<file path="src/rtl/core/bdq_pkg.sv">
`timescale 1ns / 1ps
// ----------------------------------------------------------------------------
// bdq_pkg
// Shared codes, widths and controller/datapath interface types of the
// bounded deque unit.
// ----------------------------------------------------------------------------
package bdq_pkg;

   localparam int DEPTH_DEFAULT = 16;

   localparam int OP_W    = 3;
   localparam int VALUE_W = 32;
   localparam int STAT_W  = 2;
   localparam int COUNT_W = 5;

   localparam int REQ_DATA_W = 40;
   localparam int RSP_DATA_W = 40;

   localparam logic [OP_W-1:0] OP_ADD_HEAD    = 3'd0;
   localparam logic [OP_W-1:0] OP_ADD_TAIL    = 3'd1;
   localparam logic [OP_W-1:0] OP_REMOVE_HEAD = 3'd2;
   localparam logic [OP_W-1:0] OP_REMOVE_TAIL = 3'd3;
   localparam logic [OP_W-1:0] OP_SEARCH      = 3'd4;
   localparam logic [OP_W-1:0] OP_DEDUP       = 3'd5;
   localparam logic [OP_W-1:0] OP_READ_OUT    = 3'd6;

   localparam logic [STAT_W-1:0] STATUS_OK    = 2'd0;
   localparam logic [STAT_W-1:0] STATUS_FULL  = 2'd1;
   localparam logic [STAT_W-1:0] STATUS_EMPTY = 2'd2;

   typedef struct packed {
      logic              latch_req;
      logic              clr_idx;
      logic              push_head;
      logic              push_tail;
      logic              pop_head;
      logic              pop_tail;
      logic              rd_i;
      logic              rd_j;
      logic              clr_j;
      logic              inc_i;
      logic              inc_j;
      logic              latch_rd_val;
      logic              keep;
      logic              set_found;
      logic              commit_kept;
      logic              load_rsp;
      logic [STAT_W-1:0] rsp_status;
      logic              rsp_elem_sel;
      logic              rsp_last;
   } cmd_type;

   typedef struct packed {
      logic [OP_W-1:0] op;
      logic            full;
      logic            empty;
      logic            i_last;
      logic            i_end;
      logic            j_end;
      logic            match;
      logic            out_free;
   } stat_type;

endpackage

</file>
<file path="src/rtl/core/bdq_dpath.sv">
`timescale 1ns / 1ps
// ----------------------------------------------------------------------------
// bdq_dpath
// Circular element store, head/count registers, walk counters and the
// registered result stage.
// ----------------------------------------------------------------------------
module bdq_dpath #(
   parameter int DEPTH = bdq_pkg::DEPTH_DEFAULT
) (
   input  logic                              clock,
   input  logic                              reset,
   input  bdq_pkg::cmd_type                  cmd,
   output bdq_pkg::stat_type                 stat,
   input  logic [bdq_pkg::REQ_DATA_W-1:0]    req_tdata,
   output logic                              rsp_tvalid,
   input  logic                              rsp_tready,
   output logic [bdq_pkg::RSP_DATA_W-1:0]    rsp_tdata,
   output logic                              rsp_tlast
);

   localparam int AW = (DEPTH > 1) ? $clog2(DEPTH) : 1;
   localparam int CW = $clog2(DEPTH + 1);

   logic [bdq_pkg::VALUE_W-1:0] store_ff [DEPTH];
   logic [bdq_pkg::VALUE_W-1:0] rd_data_ff;

   logic [bdq_pkg::OP_W-1:0]    op_ff, op_in;
   logic [bdq_pkg::VALUE_W-1:0] val_ff, val_in;
   logic [AW-1:0]               front_ff, front_in;
   logic [CW-1:0]               occ_ff, occ_in;
   logic [CW-1:0]               i_ff, i_in;
   logic [CW-1:0]               j_ff, j_in;
   logic [CW-1:0]               kept_ff, kept_in;
   logic                        found_ff, found_in;

   logic                          rsp_valid_ff, rsp_valid_in;
   logic [bdq_pkg::STAT_W-1:0]    rsp_status_ff, rsp_status_in;
   logic                          rsp_found_ff, rsp_found_in;
   logic [bdq_pkg::COUNT_W-1:0]   rsp_count_ff, rsp_count_in;
   logic [bdq_pkg::VALUE_W-1:0]   rsp_elem_ff, rsp_elem_in;
   logic                          rsp_last_ff, rsp_last_in;

   logic [AW-1:0]               front_dec, front_inc;
   logic                        wr_en;
   logic [AW-1:0]               wr_addr;
   logic [bdq_pkg::VALUE_W-1:0] wr_data;
   logic                        rd_en;
   logic [AW-1:0]               rd_addr;
   logic [CW+4:0]               occ_ext;

   function automatic logic [AW-1:0] slot_of(input logic [AW-1:0] front,
                                             input logic [CW-1:0] rel);
      logic [CW:0] sum;
      sum = (CW+1)'(front) + (CW+1)'(rel);
      if (sum >= (CW+1)'(DEPTH)) begin
         sum = sum - (CW+1)'(DEPTH);
      end
      return sum[AW-1:0];
   endfunction

   assign front_dec = (front_ff == '0) ? AW'(DEPTH - 1) : front_ff - AW'(1);
   assign front_inc = (front_ff == AW'(DEPTH - 1)) ? '0 : front_ff + AW'(1);

   // write port
   always_comb begin
      wr_en   = cmd.push_head | cmd.push_tail | cmd.keep;
      wr_data = val_ff;
      if (cmd.push_head) begin
         wr_addr = front_dec;
      end else if (cmd.push_tail) begin
         wr_addr = slot_of(front_ff, occ_ff);
      end else begin
         wr_addr = slot_of(front_ff, kept_ff);
      end
   end

   // read port
   assign rd_en   = cmd.rd_i | cmd.rd_j;
   assign rd_addr = cmd.rd_j ? slot_of(front_ff, j_ff) : slot_of(front_ff, i_ff);

   always_ff @(posedge clock) begin
      if (wr_en) begin
         store_ff[wr_addr] <= wr_data;
      end
      if (rd_en) begin
         rd_data_ff <= store_ff[rd_addr];
      end
   end

   always_comb begin
      op_in    = op_ff;
      val_in   = val_ff;
      front_in = front_ff;
      occ_in   = occ_ff;
      i_in     = i_ff;
      j_in     = j_ff;
      kept_in  = kept_ff;
      found_in = found_ff;

      if (cmd.latch_req) begin
         op_in  = req_tdata[bdq_pkg::OP_W-1:0];
         val_in = req_tdata[bdq_pkg::OP_W+bdq_pkg::VALUE_W-1:bdq_pkg::OP_W];
      end else if (cmd.latch_rd_val) begin
         val_in = rd_data_ff;
      end

      if (cmd.push_head) begin
         front_in = front_dec;
         occ_in   = occ_ff + CW'(1);
      end else if (cmd.push_tail) begin
         occ_in   = occ_ff + CW'(1);
      end else if (cmd.pop_head) begin
         front_in = front_inc;
         occ_in   = occ_ff - CW'(1);
      end else if (cmd.pop_tail) begin
         occ_in   = occ_ff - CW'(1);
      end else if (cmd.commit_kept) begin
         occ_in   = kept_ff;
      end

      if (cmd.clr_idx) begin
         i_in     = '0;
         j_in     = '0;
         kept_in  = '0;
         found_in = 1'b0;
      end else begin
         if (cmd.inc_i) begin
            i_in = i_ff + CW'(1);
         end
         if (cmd.clr_j) begin
            j_in = '0;
         end else if (cmd.inc_j) begin
            j_in = j_ff + CW'(1);
         end
         if (cmd.keep) begin
            kept_in = kept_ff + CW'(1);
         end
         if (cmd.set_found) begin
            found_in = 1'b1;
         end
      end
   end

   // result stage
   assign occ_ext = {5'b0, occ_ff};

   always_comb begin
      rsp_valid_in  = rsp_valid_ff & ~rsp_tready;
      rsp_status_in = rsp_status_ff;
      rsp_found_in  = rsp_found_ff;
      rsp_count_in  = rsp_count_ff;
      rsp_elem_in   = rsp_elem_ff;
      rsp_last_in   = rsp_last_ff;
      if (cmd.load_rsp) begin
         rsp_valid_in  = 1'b1;
         rsp_status_in = cmd.rsp_status;
         rsp_found_in  = found_ff;
         rsp_count_in  = occ_ext[bdq_pkg::COUNT_W-1:0];
         rsp_elem_in   = cmd.rsp_elem_sel ? rd_data_ff : '0;
         rsp_last_in   = cmd.rsp_last;
      end
   end

   always_ff @(posedge clock) begin
      if (reset) begin
         front_ff     <= '0;
         occ_ff       <= '0;
         i_ff         <= '0;
         j_ff         <= '0;
         kept_ff      <= '0;
         found_ff     <= 1'b0;
         rsp_valid_ff <= 1'b0;
      end else begin
         front_ff     <= front_in;
         occ_ff       <= occ_in;
         i_ff         <= i_in;
         j_ff         <= j_in;
         kept_ff      <= kept_in;
         found_ff     <= found_in;
         rsp_valid_ff <= rsp_valid_in;
      end
   end

   always_ff @(posedge clock) begin
      op_ff         <= op_in;
      val_ff        <= val_in;
      rsp_status_ff <= rsp_status_in;
      rsp_found_ff  <= rsp_found_in;
      rsp_count_ff  <= rsp_count_in;
      rsp_elem_ff   <= rsp_elem_in;
      rsp_last_ff   <= rsp_last_in;
   end

   always_comb begin
      stat.op       = op_ff;
      stat.full     = (occ_ff == CW'(DEPTH));
      stat.empty    = (occ_ff == '0);
      stat.i_last   = (i_ff + CW'(1) == occ_ff);
      stat.i_end    = (i_ff == occ_ff);
      stat.j_end    = (j_ff == kept_ff);
      stat.match    = (rd_data_ff == val_ff);
      stat.out_free = ~rsp_valid_ff | rsp_tready;
   end

   assign rsp_tvalid = rsp_valid_ff;
   assign rsp_tlast  = rsp_last_ff;
   assign rsp_tdata  = {rsp_elem_ff, rsp_count_ff, rsp_found_ff, rsp_status_ff};

endmodule

</file>
<file path="src/rtl/core/bdq_ctrl.sv">
`timescale 1ns / 1ps
// ----------------------------------------------------------------------------
// bdq_ctrl
// Sequencer: decodes one request at a time and steps the datapath through
// the search, read out and duplicate removal walks.
// ----------------------------------------------------------------------------
module bdq_ctrl (
   input  logic              clock,
   input  logic              reset,
   input  logic              req_tvalid,
   output logic              req_tready,
   input  bdq_pkg::stat_type stat,
   output bdq_pkg::cmd_type  cmd
);

   localparam logic [3:0] ST_IDLE     = 4'd0;
   localparam logic [3:0] ST_DECODE   = 4'd1;
   localparam logic [3:0] ST_RESULT   = 4'd2;
   localparam logic [3:0] ST_SRCH_RD  = 4'd3;
   localparam logic [3:0] ST_SRCH_CMP = 4'd4;
   localparam logic [3:0] ST_RD_ISSUE = 4'd5;
   localparam logic [3:0] ST_RD_EMIT  = 4'd6;
   localparam logic [3:0] ST_DD_RD_I  = 4'd7;
   localparam logic [3:0] ST_DD_LATCH = 4'd8;
   localparam logic [3:0] ST_DD_CHK   = 4'd9;
   localparam logic [3:0] ST_DD_CMP   = 4'd10;

   logic [3:0]                 state_ff, state_in;
   logic [bdq_pkg::STAT_W-1:0] status_ff, status_in;

   always_comb begin
      cmd        = '0;
      state_in   = state_ff;
      status_in  = status_ff;
      req_tready = 1'b0;

      case (state_ff)
         ST_IDLE: begin
            req_tready = 1'b1;
            if (req_tvalid) begin
               cmd.latch_req = 1'b1;
               state_in      = ST_DECODE;
            end
         end

         ST_DECODE: begin
            cmd.clr_idx = 1'b1;
            status_in   = bdq_pkg::STATUS_OK;
            state_in    = ST_RESULT;
            case (stat.op)
               bdq_pkg::OP_ADD_HEAD, bdq_pkg::OP_ADD_TAIL: begin
                  if (stat.full) begin
                     status_in = bdq_pkg::STATUS_FULL;
                  end else if (stat.op == bdq_pkg::OP_ADD_HEAD) begin
                     cmd.push_head = 1'b1;
                  end else begin
                     cmd.push_tail = 1'b1;
                  end
               end
               bdq_pkg::OP_REMOVE_HEAD, bdq_pkg::OP_REMOVE_TAIL: begin
                  if (stat.empty) begin
                     status_in = bdq_pkg::STATUS_EMPTY;
                  end else if (stat.op == bdq_pkg::OP_REMOVE_HEAD) begin
                     cmd.pop_head = 1'b1;
                  end else begin
                     cmd.pop_tail = 1'b1;
                  end
               end
               bdq_pkg::OP_SEARCH: begin
                  if (stat.empty) begin
                     status_in = bdq_pkg::STATUS_EMPTY;
                  end else begin
                     state_in = ST_SRCH_RD;
                  end
               end
               bdq_pkg::OP_DEDUP: begin
                  if (stat.empty) begin
                     status_in = bdq_pkg::STATUS_EMPTY;
                  end else begin
                     state_in = ST_DD_RD_I;
                  end
               end
               bdq_pkg::OP_READ_OUT: begin
                  if (stat.empty) begin
                     status_in = bdq_pkg::STATUS_EMPTY;
                  end else begin
                     state_in = ST_RD_ISSUE;
                  end
               end
               default: begin
               end
            endcase
         end

         ST_RESULT: begin
            if (stat.out_free) begin
               cmd.load_rsp   = 1'b1;
               cmd.rsp_status = status_ff;
               cmd.rsp_last   = 1'b1;
               state_in       = ST_IDLE;
            end
         end

         ST_SRCH_RD: begin
            cmd.rd_i = 1'b1;
            state_in = ST_SRCH_CMP;
         end

         ST_SRCH_CMP: begin
            if (stat.match) begin
               cmd.set_found = 1'b1;
               state_in      = ST_RESULT;
            end else if (stat.i_last) begin
               state_in = ST_RESULT;
            end else begin
               cmd.inc_i = 1'b1;
               state_in  = ST_SRCH_RD;
            end
         end

         ST_RD_ISSUE: begin
            cmd.rd_i = 1'b1;
            state_in = ST_RD_EMIT;
         end

         ST_RD_EMIT: begin
            if (stat.out_free) begin
               cmd.load_rsp     = 1'b1;
               cmd.rsp_status   = bdq_pkg::STATUS_OK;
               cmd.rsp_elem_sel = 1'b1;
               cmd.rsp_last     = stat.i_last;
               cmd.inc_i        = 1'b1;
               state_in         = stat.i_last ? ST_IDLE : ST_RD_ISSUE;
            end
         end

         // outer walk: next candidate, or commit the compacted count
         ST_DD_RD_I: begin
            if (stat.i_end) begin
               cmd.commit_kept = 1'b1;
               state_in        = ST_RESULT;
            end else begin
               cmd.rd_i  = 1'b1;
               cmd.clr_j = 1'b1;
               state_in  = ST_DD_LATCH;
            end
         end

         ST_DD_LATCH: begin
            cmd.latch_rd_val = 1'b1;
            state_in         = ST_DD_CHK;
         end

         // inner walk over survivors kept so far
         ST_DD_CHK: begin
            if (stat.j_end) begin
               cmd.keep  = 1'b1;
               cmd.inc_i = 1'b1;
               state_in  = ST_DD_RD_I;
            end else begin
               cmd.rd_j = 1'b1;
               state_in = ST_DD_CMP;
            end
         end

         ST_DD_CMP: begin
            if (stat.match) begin
               cmd.inc_i = 1'b1;
               state_in  = ST_DD_RD_I;
            end else begin
               cmd.inc_j = 1'b1;
               state_in  = ST_DD_CHK;
            end
         end

         default: begin
            state_in = ST_IDLE;
         end
      endcase
   end

   always_ff @(posedge clock) begin
      if (reset) begin
         state_ff  <= ST_IDLE;
         status_ff <= bdq_pkg::STATUS_OK;
      end else begin
         state_ff  <= state_in;
         status_ff <= status_in;
      end
   end

endmodule

</file>
<file path="src/rtl/core/bounded_deque_with_search_dedup_unit.sv">
`timescale 1ns / 1ps
// ----------------------------------------------------------------------------
// bounded_deque_with_search_dedup_unit
// Bounded double-ended queue of signed 32-bit values with search, in-order
// duplicate removal and read out. One request is worked on at a time.
// The next request is taken while the last result waits in the output
// register. Reset clears head position and count; the store itself is
// not cleared.
// ----------------------------------------------------------------------------
module bounded_deque_with_search_dedup_unit #(
   parameter int DEPTH = bdq_pkg::DEPTH_DEFAULT
) (
   input  logic                           clock,
   input  logic                           reset,
   input  logic                           req_tvalid,
   output logic                           req_tready,
   // operation[2:0], item_value[34:3], zero pad[39:35]
   input  logic [bdq_pkg::REQ_DATA_W-1:0] req_tdata,
   output logic                           rsp_tvalid,
   input  logic                           rsp_tready,
   // status[1:0], found[2], entry_count[7:3], element[39:8]
   output logic [bdq_pkg::RSP_DATA_W-1:0] rsp_tdata,
   output logic                           rsp_tlast
);

   bdq_pkg::cmd_type  cmd;
   bdq_pkg::stat_type stat;

   bdq_ctrl u_ctrl (
      .clock      (clock),
      .reset      (reset),
      .req_tvalid (req_tvalid),
      .req_tready (req_tready),
      .stat       (stat),
      .cmd        (cmd)
   );

   bdq_dpath #(
      .DEPTH (DEPTH)
   ) u_dpath (
      .clock      (clock),
      .reset      (reset),
      .cmd        (cmd),
      .stat       (stat),
      .req_tdata  (req_tdata),
      .rsp_tvalid (rsp_tvalid),
      .rsp_tready (rsp_tready),
      .rsp_tdata  (rsp_tdata),
      .rsp_tlast  (rsp_tlast)
   );

   a_busy_after_accept: assert property (@(posedge clock) disable iff (reset)
      req_tvalid && req_tready |=> !req_tready)
      else $error("request taken while previous one still in progress");

   a_no_result_overrun: assert property (@(posedge clock) disable iff (reset)
      cmd.load_rsp |-> stat.out_free)
      else $error("result loaded over one not yet taken");

   a_count_consistent: assert property (@(posedge clock) disable iff (reset)
      !(stat.full && stat.empty))
      else $error("store reported both full and empty");

   a_single_store_access: assert property (@(posedge clock) disable iff (reset)
      !(cmd.rd_i && cmd.rd_j) && !(cmd.push_head && cmd.push_tail))
      else $error("conflicting store commands");

endmodule

</file>
<file path="config.mk">
export PLATFORM = sky130hd
export DESIGN_NAME = bounded_deque_with_search_dedup_unit
export DESIGN_NICKNAME = d
export VERILOG_FILES = /design/src/rtl/core/bdq_pkg.sv /design/src/rtl/core/bdq_dpath.sv /design/src/rtl/core/bdq_ctrl.sv /design/src/rtl/core/bounded_deque_with_search_dedup_unit.sv
export SDC_FILE = /design/constraint.sdc
export NUM_CORES = 1
export LEC_CHECK = 0
export ABC_AREA = 1
export BUFFER_PORTS_ARGS = -buffer_cell sky130_fd_sc_hd__buf_2
export CORE_ASPECT_RATIO = 1.1
export CORE_UTILIZATION = 30
export DETAILED_ROUTE_END_ITERATION = 12
export SETUP_SLACK_MARGIN = 0.5
export SYNTH_ARGS = -nofsm -noshare
export SYNTH_HDL_FRONTEND = slang
export SYNTH_SLANG_ARGS = --single-unit
</file>
<file path="constraint.sdc">
create_clock -name clock -period 7.4 [get_ports clock]
set_clock_uncertainty 0.15 [all_clocks]
set_input_delay 1.11 -clock clock [delete_from_list [all_inputs] [get_ports clock]]
set_output_delay 1.11 -clock clock [all_outputs]
set_load 0.02 [all_outputs]
</file>
==> summary.txt <==
Syn-to-layout area delta - 14.9%
H-tree levels - 3
Final setup viols - 0
Peak supply drop - 0.157 mV
Total Wirelength - 63.0 mm
CP peak stage delay - 0.73 ns
Setup repair bufs after CTS - 0
Worst EP arrival - 4.91 ns
TritonCTS clock tree - built
Initial Util - 30.4%
Row count - 114
Non-Filler Instances - 3443
Placed cells - 3321
Seq/Total Area, Yosys - 71.9%
Max_cap viols - 0
Slew Limit Fails - 0
Syn_nets - 2229
Min-Delay Startpoint - u_dpath.found_ff
Hold WC Path Type - reg2reg
Post-synthesis cell count - 2169
CP max-delay cell - nor2_4
Yosys warnings - 0
Post-CTS resize count - 0
Clk slew on worst S/H paths - 0.06 ns
Leakage power - 10.6 nW
CP cell instances - inv_1 > ha_1 > nand3_1 > nand3_4 > inv_8 > nand2_4 > nand2_1 > o21ai_0 > ha_1 > fa_1 > xor2_1 > a21oi_1 > nand3_1 > nor2_4 > buf_4
Pin count of the biggest net entering global routing - 133
GP Congestion - 0.801
Crit end category - register
I/O pins - 87
Final Cycle Share - 65.0%
Min cycle time layout - 4.81 ns
Buffers on Ports - 81
Die width - 287 um
TritonRoute pass-1 iters - 5
Fill cells - 8615
Die area - 90500 um^2
Bufs and invs on worst path - 3
DRC Markers - 0
Initial antenna violation count - 0
DIE HEIGHT - 315 um
Layout cells sized above 1 - 12.1%
R2r startpoint - u_dpath.occ_ff[1]
Initial DRC count - 1389
Post-CTS Hold Buffers - 0
Synth async-reset ratio - 0%
TNS Setup - 0 ns
Actual slew at the worst max-slew pin - 1.06 ns
Post-place setup slack - 2.59 ns
Top_reg_cell synth - edfxtp_1
Ant diodes - 0
Hold_ws - 0.280 ns
Vias post-DR - 16600
Core Region - 88100 um^2
DR vias/cell - 4.84
First-pass GRT wire length - 95.1 mm
CP required - 7.50 ns
Final Hold Fails - 0
Final #Nets - 2293
Vias in the first global route - 16100
CP startpoint kind - register
Critical Path Source - u_dpath.occ_ff[1]
CP Max Fanout - 18
Clock Sinks - 652
Final Power - 10.5 mW
CP Class - reg2reg
Post-DR wirelength/cell - 18.3 um
Clock buffer depth - 3
Worst setup margin - 2.59 ns
EDFF count, synth - 620
Status - finished clean
Clock Latency Late Sink - 0.60 ns
Total track usage - 13.8%
Synthesized area - 26800 um^2
Avg Cell Area, Syn - 12.3 um^2
Root Driver - clkbuf_16
Yosys cell types - 47
Worst slew margin - 29.6%
Num CTS Buffers - 70
Overflow after GRT - 0
Top delay family on crit path - simple AND/OR/NAND/NOR gates
DP HPWL - 33.6 mm
Pwr Density - 341 nW/um^2
Max frequency - 0.208 GHz
#FFs+latches synth - 652
RSZ-0062 raised after global routing - no
ANT nets after route - 0
-- area by class of cell --
type	count	area, um^2	share of cell area [%]
sequential	652	19300	62.6
tap	1160	1450	4.72
inverter	104	405	1.32
timing repair buffer	110	661	2.15
multi-input combinational	1295	6800	22.1
clock buffer	80	1840	5.98
clock inverter	42	369	1.20
-- final timing paths --
check | depth (start not counted) | endpoint | slack (ns)
hold reg to reg | 0 | u_dpath.rsp_found_ff | 0.28
setup reg to reg | 15 | u_dpath.store_ff[1][15] | 2.59
setup / recovery | 15 | u_dpath.store_ff[1][15] | 2.59
hold / removal | 0 | u_dpath.rsp_found_ff | 0.28
-- cells in the mapped netlist, types with 2 or more instances --
master / instances / area share (%)
nand4_1: 6 / 0.14
a32o_1: 32 / 1.2
dfxtp_1: 32 / 2.4
o21ai_1: 24 / 0.45
nor2_4: 2 / 0.084
a21oi_1: 56 / 1.0
ha_1: 14 / 0.65
nor3_1: 6 / 0.11
o21a_1: 2 / 0.056
o21ai_2: 11 / 0.36
nor2_1: 288 / 4.0
xor2_1: 16 / 0.52
nand2_1: 316 / 4.4
inv_2: 6 / 0.084
buf_2: 29 / 0.54
nand2_4: 2 / 0.084
edfxtp_1: 620 / 70
nand3_2: 6 / 0.22
or2_2: 2 / 0.047
fa_1: 2 / 0.15
o221ai_1: 32 / 1.0
a221oi_1: 2 / 0.065
o22ai_1: 66 / 1.5
xnor2_1: 27 / 0.88
o211ai_2: 2 / 0.093
buf_4: 10 / 0.28
a31oi_1: 8 / 0.19
o21ai_0: 324 / 6.1
inv_1: 96 / 1.3
nand2_2: 6 / 0.14
nand3_1: 31 / 0.58
clkbuf_1: 78 / 1.1
-- kinds of logic after synthesis --
family	count (synthesis)	share of synthesized area [%]
AND/OR/NAND/NOR	673	10.2
adder cells (fa/ha/maj)	16	0.803
flip-flops	652	71.9
AO/OA/AOI/OAI	563	12.2
buffers and inverters	222	3.41
XOR/XNOR	43	1.41
-- per-stage QoR --
step           util (%)  instance area (um^2)
3_5_place_dp       32.4                 28600
6_report           34.9                 30800
3_3_place_gp       32.4                 28600
4_1_cts            34.9                 30800
2_1_floorplan         -                 26800
5_1_grt            34.9                 30800
-- flip-flops by register name (all words and copies together), names as in the netlist, 3 cells and up --
register,flops
u_ctrl.state_ff,4
u_dpath.front_ff,4
u_dpath.op_ff,3
u_dpath.rd_data_ff,32
u_dpath.i_ff,5
u_dpath.kept_ff,5
u_dpath.rsp_count_ff,5
u_dpath.j_ff,5
u_dpath.occ_ff,5
u_dpath.store_ff,512
u_dpath.val_ff,32
u_dpath.rsp_elem_ff,32
-- placed cells by master (no fill, tap or decap), types with 8 or more instances in the layout --
cell | synthesis | final
a21oi_1 | 56 | 56
a31oi_1 | 8 | 8
a32o_1 | 32 | 32
buf_2 | 29 | 81
buf_4 | 10 | 26
clkbuf_16 | 0 | 72
clkinv_1 | 1 | 20
clkinv_2 | 0 | 8
dfxtp_1 | 32 | 32
edfxtp_1 | 620 | 620
ha_1 | 14 | 13
inv_1 | 96 | 95
nand2_1 | 316 | 315
nand3_1 | 31 | 30
nor2_1 | 288 | 270
nor2_4 | 2 | 20
o21ai_0 | 324 | 324
o21ai_1 | 24 | 24
o21ai_2 | 11 | 11
o221ai_1 | 32 | 32
o22ai_1 | 66 | 65
xnor2_1 | 27 | 26
xor2_1 | 16 | 16
-- worst reg2reg max path: stages (launching register included) --
cell and delay (ns):
dfxtp_1 0.51, inv_1 0.17, ha_1 0.27, nand3_1 0.14, nand3_4 0.16, inv_8 0.14, nand2_4 0.09, nand2_1 0.07
o21ai_0 0.09, ha_1 0.24, fa_1 0.41, xor2_1 0.17, a21oi_1 0.30, nand3_1 0.39, nor2_4 0.73, buf_4 0.43
-- where the power goes --
part	switching [mW]	internal, mW
clock	1.40	1.99
sequential	0.386	4.68
combinational	1.41	0.623
-- routing by layer --
layer,track usage (%),part of all wire [%]
met2,22.8,47
met1,18.4,45
met4,3.94,2.3
met3,2.73,5.3
met5,0,0
No activity file was read; power rests on OpenSTA's default activity.
